`config.mk`:
```
export PLATFORM = sky130hd
export DESIGN_NAME = pll_divider_search_flat
export DESIGN_NICKNAME = d
export VERILOG_FILES = /design/src/design/pds_pkg.sv /design/src/design/pds_if.sv /design/src/design/pll_divider_search.sv /design/src/design/pds_ctrl.sv /design/src/design/pds_dp.sv /design/src/flat_wrapper.sv
export SDC_FILE = /design/constraint.sdc
export NUM_CORES = 2
export LEC_CHECK = 0
export ABC_AREA = 1
export CORE_MARGIN = 2
export CORE_UTILIZATION = 53
export CTS_CLUSTER_DIAMETER = 40
export DETAILED_ROUTE_END_ITERATION = 6
export DONT_BUFFER_PORTS = 1
export PLACE_DENSITY = 0.8
export SYNTH_ARGS = -nofsm -noshare
export SYNTH_HDL_FRONTEND = slang
export SYNTH_HIERARCHICAL = 1
export SYNTH_SLANG_ARGS = --single-unit
```
`constraint.sdc`:
```
create_clock -name i_clk -period 10.8 [get_ports i_clk]
set_input_delay 1.62 -clock i_clk [delete_from_list [all_inputs] [get_ports i_clk]]
set_output_delay 1.62 -clock i_clk [all_outputs]
set_load 0.005 [all_outputs]
```
`src/design/pds_pkg.sv`:
```
// ----------------------------------------------------------------------------
// pds_pkg: shared types and constants for the PLL divider search
// Limits of the divider ranges and the command/status structs between the
// controller and the datapath.
// ----------------------------------------------------------------------------
package pds_pkg;

    localparam int unsigned M_LO = 2;
    localparam int unsigned M_HI = 63;
    localparam int unsigned N_HI = 432;
    localparam int unsigned P_HI = 3;
    localparam int unsigned Q_LO = 2;
    localparam int unsigned Q_HI = 15;

    localparam logic [8:0] N_MIN_F2 = 9'd64;
    localparam logic [8:0] N_MIN_F4 = 9'd192;

    localparam logic [27:0] HZ_1M    = 28'd1000000;
    localparam logic [27:0] HZ_2M    = 28'd2000000;
    localparam logic [27:0] VCO_LO_F2 = 28'd64000000;
    localparam logic [27:0] VCO_LO_F4 = 28'd192000000;
    localparam logic [28:0] VCO_MAX  = 29'd432000000;
    localparam logic [27:0] SYS_F2   = 28'd120000000;
    localparam logic [27:0] SYS_F4   = 28'd168000000;
    localparam logic [25:0] USB_HZ   = 26'd48000000;
    localparam logic [16:0] USB_TOL  = 17'd120000;

    // request payload
    typedef struct packed {
        logic [26:0] source_hz;
        logic [27:0] sys_min_hz;
        logic [27:0] sys_max_hz;
        logic        need_usb_exact;
        logic        family;
    } t_req;

    // result payload
    typedef struct packed {
        logic       found;
        logic [5:0] div_m;
        logic [8:0] mul_n;
        logic [1:0] p_field;
        logic [3:0] div_q;
    } t_res;

    // controller to datapath
    typedef struct packed {
        logic load;   // capture request, reset best
        logic step;   // evaluate current candidate and advance
    } t_cmd;

    // datapath to controller
    typedef struct packed {
        logic done;   // last candidate evaluated or M loop ended
    } t_sts;

endpackage

```
`src/design/pds_if.sv`:
```
// ----------------------------------------------------------------------------
// pds_if: valid/ready channel
// Carries one payload of type T between a source and a sink.
// ----------------------------------------------------------------------------
interface pds_if #(parameter type T = logic);
    logic valid;
    logic ready;
    T     data;
    modport source (output valid, output data, input ready);
    modport sink   (input valid, input data, output ready);
endinterface

```
`src/design/pll_divider_search.sv`:
```
// ----------------------------------------------------------------------------
// pll_divider_search: exhaustive PLL divider search
// Finds the divider set (M, N, P, Q) that meets the clock limits.
// ----------------------------------------------------------------------------
// Usage:
//   i_req carries one request (source clock, system clock limits, USB flag,
//   family); o_res returns exactly one result item per request.
//   Requests are handled one at a time: i_req.ready is high only while idle.
//   The search tests one candidate per cycle in M, N, P, Q order. An M whose
//   VCO input is out of range is left after its first candidate; an in-range
//   M runs through every N from nmin to 432, every P and every Q. The search
//   stops after the first M that yields a valid set, or after M = 63.
//   The result is presented once the sequencer has registered the done flag, and
//   held on o_res until taken; a stalled receiver simply holds the block.
//   Reset (i_rst_n low, synchronous) returns the sequencer to idle and drops
//   any search in progress.
// ----------------------------------------------------------------------------
module pll_divider_search (
    input  logic i_clk,
    input  logic i_rst_n,
    pds_if.sink   i_req,
    pds_if.source o_res
);

    pds_pkg::t_cmd cmd;
    pds_pkg::t_sts sts;

    pds_ctrl u_ctrl (
        .i_clk       (i_clk),
        .i_rst_n     (i_rst_n),
        .i_in_valid  (i_req.valid),
        .o_in_ready  (i_req.ready),
        .o_out_valid (o_res.valid),
        .i_out_ready (o_res.ready),
        .o_cmd       (cmd),
        .i_sts       (sts)
    );

    pds_dp u_dp (
        .i_clk (i_clk),
        .i_req (i_req.data),
        .i_cmd (cmd),
        .o_sts (sts),
        .o_res (o_res.data)
    );

`ifndef ASSERT_OFF
    // never accept while a result waits
    a_no_overlap: assert property (@(posedge i_clk) disable iff (!i_rst_n)
        !(i_req.ready && o_res.valid))
        else $error("request accepted while result pending");
    // a load and a step never coincide
    a_cmd_excl: assert property (@(posedge i_clk) disable iff (!i_rst_n)
        !(cmd.load && cmd.step))
        else $error("load and step together");
    // a found result has M in range
    a_found_m: assert property (@(posedge i_clk) disable iff (!i_rst_n)
        (o_res.valid && o_res.data.found) |-> (o_res.data.div_m >= 6'd2))
        else $error("found result with bad M");
`endif

endmodule

```
`src/design/pds_ctrl.sv`:
```
// ----------------------------------------------------------------------------
// pds_ctrl: search sequencer
// Accepts a request, steps the datapath until done, then presents the result.
// ----------------------------------------------------------------------------
module pds_ctrl (
    input  logic          i_clk,
    input  logic          i_rst_n,
    input  logic          i_in_valid,
    output logic          o_in_ready,
    output logic          o_out_valid,
    input  logic          i_out_ready,
    output pds_pkg::t_cmd o_cmd,
    input  pds_pkg::t_sts i_sts
);

    localparam logic [1:0] S_IDLE = 2'd0;
    localparam logic [1:0] S_RUN  = 2'd1;
    localparam logic [1:0] S_OUT  = 2'd2;

    logic [1:0] r_state, n_state;

    // next state
    always_comb begin
        n_state = r_state;
        unique case (r_state)
            S_IDLE: if (i_in_valid) n_state = S_RUN;
            S_RUN:  if (i_sts.done) n_state = S_OUT;
            S_OUT:  if (i_out_ready) n_state = S_IDLE;
            default: n_state = S_IDLE;
        endcase
    end

    always_ff @(posedge i_clk) begin
        if (!i_rst_n) r_state <= S_IDLE;
        else          r_state <= n_state;
    end

    assign o_in_ready  = (r_state == S_IDLE);
    assign o_out_valid = (r_state == S_OUT);
    assign o_cmd.load  = (r_state == S_IDLE) && i_in_valid;
    assign o_cmd.step  = (r_state == S_RUN) && !i_sts.done;

endmodule

```
`src/design/pds_dp.sv`:
```
// ----------------------------------------------------------------------------
// pds_dp: candidate datapath
// Holds the request, the (M, N, P, Q) counters and the best set so far;
// tests one candidate a cycle while stepped, with exact integer products.
// ----------------------------------------------------------------------------
module pds_dp (
    input  logic          i_clk,
    input  pds_pkg::t_req i_req,
    input  pds_pkg::t_cmd i_cmd,
    output pds_pkg::t_sts o_sts,
    output pds_pkg::t_res o_res
);

    pds_pkg::t_req r_req;
    logic [5:0] r_m;
    logic [8:0] r_n;
    logic [1:0] r_p;
    logic [3:0] r_q;
    logic       r_have;
    logic       r_mdone;    // search done: a set was found or the last M ended
    logic [5:0] r_bm;
    logic [8:0] r_bn;
    logic [1:0] r_bp;
    logic [3:0] r_bq;

    logic [8:0]  nmin;
    logic [27:0] vco_lo, sys_hi;
    logic [35:0] f;
    logic [8:0]  sd;        // M * 2 * (P + 1), up to 504
    logic [9:0]  ud;
    logic [33:0] lim_m1, lim_m2;
    logic [34:0] vco_lo_m, vco_hi_m;
    logic [36:0] sys_hi_sd, smin_sd, smax_sd;
    logic [35:0] target, tol;
    logic        ok_in, ok_vco, ok_sys, ok_usb, better;
    logic        last_q, last_p, last_n, last_m;

    assign nmin   = r_req.family ? pds_pkg::N_MIN_F4 : pds_pkg::N_MIN_F2;
    assign vco_lo = r_req.family ? pds_pkg::VCO_LO_F4 : pds_pkg::VCO_LO_F2;
    assign sys_hi = r_req.family ? pds_pkg::SYS_F4 : pds_pkg::SYS_F2;

    // candidate tests
    always_comb begin
        f         = 36'(r_req.source_hz) * 36'(r_n);
        sd        = 9'({r_m, 1'b0}) * 9'({1'b0, r_p} + 3'd1);
        ud        = 10'(r_m) * 10'(r_q);
        lim_m1    = 34'(pds_pkg::HZ_1M) * 34'(r_m);
        lim_m2    = 34'(pds_pkg::HZ_2M) * 34'(r_m);
        vco_lo_m  = 35'(vco_lo) * 35'(r_m);
        vco_hi_m  = 35'(pds_pkg::VCO_MAX) * 35'(r_m);
        sys_hi_sd = 37'(sys_hi) * 37'(sd);
        smin_sd   = 37'(r_req.sys_min_hz) * 37'(sd);
        smax_sd   = 37'(r_req.sys_max_hz) * 37'(sd);
        target    = 36'(pds_pkg::USB_HZ) * 36'(ud);
        tol       = 36'(pds_pkg::USB_TOL) * 36'(ud);
        ok_in  = !(34'(r_req.source_hz) < lim_m1) && !(34'(r_req.source_hz) > lim_m2);
        ok_vco = !(f < 36'(vco_lo_m)) && !(f > 36'(vco_hi_m));
        ok_sys = !(37'(f) > sys_hi_sd)
               && !(r_req.sys_min_hz != '0 && 37'(f) < smin_sd)
               && !(r_req.sys_max_hz != '0 && 37'(f) > smax_sd);
        ok_usb = !(f > target) && !(r_req.need_usb_exact && (target - f) > tol);
        better = !r_have
               || (12'(r_n) * 12'({1'b0, r_bp} + 3'd1) > 12'(r_bn) * 12'({1'b0, r_p} + 3'd1));
        last_q = (r_q == 4'(pds_pkg::Q_HI));
        last_p = (r_p == 2'(pds_pkg::P_HI));
        last_n = (r_n == 9'(pds_pkg::N_HI));
        last_m = (r_m == 6'(pds_pkg::M_HI));
    end

    assign o_sts.done = r_mdone;

    always_ff @(posedge i_clk) begin
        if (i_cmd.load) begin
            r_req   <= i_req;
            r_m     <= 6'(pds_pkg::M_LO);
            r_n     <= i_req.family ? pds_pkg::N_MIN_F4 : pds_pkg::N_MIN_F2;
            r_p     <= '0;
            r_q     <= 4'(pds_pkg::Q_LO);
            r_have  <= 1'b0;
            r_mdone <= 1'b0;
            r_bm <= '0; r_bn <= '0; r_bp <= '0; r_bq <= '0;
        end else if (i_cmd.step) begin
            // keep a better set
            if (ok_in && ok_vco && ok_sys && ok_usb && better) begin
                r_have <= 1'b1;
                r_bm <= r_m; r_bn <= r_n; r_bp <= r_p; r_bq <= r_q;
            end
            // advance; a failing VCO input test skips the whole M
            if (!ok_in || (last_q && last_p && last_n)) begin
                r_q <= 4'(pds_pkg::Q_LO);
                r_p <= '0;
                r_n <= nmin;
                r_m <= r_m + 6'd1;
                if (last_m || r_have || (ok_in && ok_vco && ok_sys && ok_usb))
                    r_mdone <= 1'b1;
            end else if (last_q && last_p) begin
                r_q <= 4'(pds_pkg::Q_LO);
                r_p <= '0;
                r_n <= r_n + 9'd1;
            end else if (last_q) begin
                r_q <= 4'(pds_pkg::Q_LO);
                r_p <= r_p + 2'd1;
            end else begin
                r_q <= r_q + 4'd1;
            end
        end
    end

    assign o_res.found   = r_have;
    assign o_res.div_m   = r_bm;
    assign o_res.mul_n   = r_bn;
    assign o_res.p_field = r_bp;
    assign o_res.div_q   = r_bq;

endmodule

```
`src/flat_wrapper.sv`:
```
// flat-port wrapper written by rule: the top's interface ports become plain ports
module pll_divider_search_flat 
  (i_clk, i_rst_n, i_req_valid, i_req_data, i_req_ready, o_res_valid, o_res_data, o_res_ready);
  pds_if #(.T(pds_pkg::t_req)) i_req_i ();
  pds_if #(.T(pds_pkg::t_res)) o_res_i ();
  input  logic i_clk;
  input  logic i_rst_n;
  input wire logic [$bits(i_req_i.valid)-1:0] i_req_valid;
  input wire logic [$bits(i_req_i.data)-1:0] i_req_data;
  output wire logic [$bits(i_req_i.ready)-1:0] i_req_ready;
  output wire logic [$bits(o_res_i.valid)-1:0] o_res_valid;
  output wire logic [$bits(o_res_i.data)-1:0] o_res_data;
  input wire logic [$bits(o_res_i.ready)-1:0] o_res_ready;
  assign i_req_i.valid = i_req_valid;
  assign i_req_i.data = i_req_data;
  assign i_req_ready = i_req_i.ready;
  assign o_res_valid = o_res_i.valid;
  assign o_res_data = o_res_i.data;
  assign o_res_i.ready = o_res_ready;
  pll_divider_search u_core (.i_clk(i_clk), .i_rst_n(i_rst_n), .i_req(i_req_i), .o_res(o_res_i));
endmodule
```
==> impl_results.md <==
- Post-synth top area cell: fa_1
- Largest net degree at the start of global routing: 54
- WHS Endpoint: u_core/u_ctrl/r_state[1]
- Sequential share of the synthesized area: 7.380%
- Hold Path Origin: u_core/u_ctrl/r_state[1]
- Die H: 305.8 µm
- # setup viols final: 0
- Top Usage Layer GRT: met2
- Vias in the first global route: 41650
- Worst Tran Pin Value: 1.185 ns
- Cts bufs inserted: 17
- Final Max Tran Viols: 0
- Critical Path AT: 10.63 ns
- Total gr overflow: 0
- Max Clock Freq: 97.71 MHz
- Port Buffers: 0
- Routed WL per cell: 17.79 µm
- Post-CTS Hold Buffers: 0
- Clk_skew: 0.01771 ns
- Setup CP Type: reg2reg
- Met2 GRT Util: 47.23%
- Area share of the largest cell type after synthesis: 29.56%
- CTS root buf: clkbuf_16
- Commonest non-fill, non-tap cell in the layout: inv_1
- Family with the most delay on the worst path: adder cells
- Core Region: 90150 µm²
- Chip width: 305.8 µm
- Syn. warnings: 6
- Remaining DRCs: 0
- Critical path endpoint category: register
- Critical R2R Capture: u_core/u_dp/r_bn[3]
- RR Startpoint: u_core/u_dp/r_m[2]
- Post-Syn Area: 48290 µm²
- Synth unique cells: 56
- R2R Setup Slk: 0.57 ns
- CTS sink count: 131
- CP max stage delay: 0.57 ns
- CTS clk-pin slew, worst paths: 0.08 ns
- Placer Congestion: 0.9952
- Post-DP HPWL: 107.7 mm
- M3 GR Usage: 4.887%
- Main area contributors after synthesis: fa_1, ha_1, inv_1
- DR vias/cell: 5.481
- Number of cells on the critical path: 52
- DRT iter0 DRCs: 3230
- Global-route usage over all layers: 28.67%
- Post-route setup slack: 0.5659 ns
- CTS tree: built
- Die area: 93540 µm²
- Area Growth Syn to Fin: 4.120%
- Initial antenna violation count: 3
- Final core occ: 55.77%
- Layout Cells excl Fill: 7408
- Clk Latency, worst-skew pair: 0.51 ns
- Final min period: 10.23 ns
- Worst min path class: reg2reg
- CP most frequent cell: nand2_1
- Post-route clock period utilization: 94.76%
- Vias post-DR: 40600
- Share of cells above drive strength 1: 2.825%
- Post-detailed-routing wire length: 131.8 mm
- Post-synth ARST share: 0%
- GR Util met1: 36.45%
- Critical Path RT: 11.20 ns
- Std-Cell Rows: 110
- Rel. slew slack: 20.59%
- CP bufs+invs: 10
- R2R depth: 52
- Synth Instances: 6313
- Starting density of the core: 53.56%
- Htree depth: 4
- Ports: 113
- TNS Setup: 0 ns
- Final hold viol count: 0
- Avg Cell Area, Syn: 7.649 µm²
- Drt first pass iters: 6
- Post-synth EDFFs: 94
- Post-synthesis net count: 7889
- Final nets: 7792
- Synth Flop Type: edfxtp_1
- Global-route wire length before repair: 213.4 mm
- Placed cells: 7365
- CP max-delay cell: fa_1
- Most frequent cells in the layout: inv_1, nand2_1, ha_1, fa_1, nor2_1
- Synth Register Bits: 131
- Worst setup slack after placement: 0.05082 ns
- Hold path cells: 2
- Final ANT Viol Nets: 0
- CP max FO: 21
- Outcome: finished, final reports clean
- CP Launch Type: register
- Max-cap violations: 0
- Max clock buf depth: 2
-- metal layers --
metal,up-vias,share of wire [%]
met5,-,0.023
met2,1608,46
met1,19540,40
met3,353,7.9
met4,4,5.2
li1,19090,-
-- final cells by class --
type	instances	area (µm²)
multi-input cells	4444	38310
diodes	3	7.507
fillers	8053	39870
inverters	1560	5868
clock inverters	15	137.6
flip-flops and latches	131	3567
repair buffers	62	490.5
well taps	1176	1471
clock buffers	17	425.4
-- worst min-delay path, cell delays in order (launching register included) --
cell and delay [ns]:
dfxtp_1 0.33, nand3b_1 0.09, a21oi_1 0.06
-- per-stage QoR --
stage	hold WS (ns)	cell area [µm²]
6_report	0.5171	50280
5_1_grt	0.5330	50270
4_1_cts	0.5173	50110
3_5_place_dp	0.5021	49540
3_3_place_gp	0.4960	49540
2_1_floorplan	0.4381	48290
-- worst max-delay path by stage --
stage	slack [ns]	end	startpoint
4_1_cts	0.08	u_core/u_dp/r_bn[6]	u_core/u_dp/r_q[2]
5_1_grt	-0.04	u_core/u_dp/r_bq[0]	u_core/u_dp/r_q[3]
3_3_place_gp	0.31	u_core/u_dp/r_bm[5]	u_core/u_dp/r_q[3]
2_1_floorplan	1.09	u_core/u_dp/r_bm[4]	u_core/u_dp/r_m[0]
6_report	0.57	u_core/u_dp/r_bn[3]	u_core/u_dp/r_m[2]
3_5_place_dp	0.05	u_core/u_dp/r_bn[6]	u_core/u_dp/r_q[2]
-- timing repair --
item	in CTS	in global routing
setup buffers	0	5
resized for setup	1	33
endpoints found under the hold margin	0	0
pin swaps	0	8
endpoints found under the setup margin	3	23
gates cloned	0	3
-- cells in the mapped netlist (11+ instances only) --
cell type / number
a21oi_1: 357
nor4_1: 28
o21a_1: 14
nand3_1: 128
a31oi_1: 25
o21ai_1: 13
a211oi_1: 11
xnor2_1: 97
o211ai_1: 12
nand2_1: 1365
buf_4: 12
ha_1: 774
a21o_1: 26
xor2_1: 154
nor3_1: 46
o21bai_1: 20
clkbuf_1: 130
edfxtp_1: 94
dfxtp_1: 37
nor2_1: 381
o21ai_0: 133
buf_1: 19
fa_1: 713
nand4_1: 46
a21boi_0: 14
nand2_2: 15
inv_1: 1552
-- kinds of logic (layout without fill, tap and decap cells) --
| family | count (synthesis) | in the layout | synth area share (%) |
|---|---|---|---|
| xor gates and xnor gates | 251 | 251 | 4.553 |
| buffers and inverters | 1741 | 1654 | 13.72 |
| other | 2 | 5 | 0.01555 |
| and+or+nand+nor | 2038 | 2041 | 17.01 |
| AOI/OAI and AO/OA | 663 | 663 | 7.711 |
| DFF | 131 | 131 | 7.380 |
| adders and majority gates | 1487 | 1487 | 49.62 |
-- registers in the layout, summed over array words and instances, names as in the netlist --
signal                 cells
u_core/u_dp/r_req         85
u_core/u_dp/r_bn           9
u_core/u_dp/r_n            9
u_core/u_dp/r_bm           6
u_core/u_dp/r_m            6
u_core/u_dp/r_bq           4
u_core/u_dp/r_q            4
u_core/u_ctrl/r_state      2
u_core/u_dp/r_bp           2
u_core/u_dp/r_p            2
u_core/u_dp/o_sts          1
u_core/u_dp/r_have         1
Power is left out: the tool's default activity adds up to more than one toggle a clock period on the data nets, which glitch-free logic cannot reach.
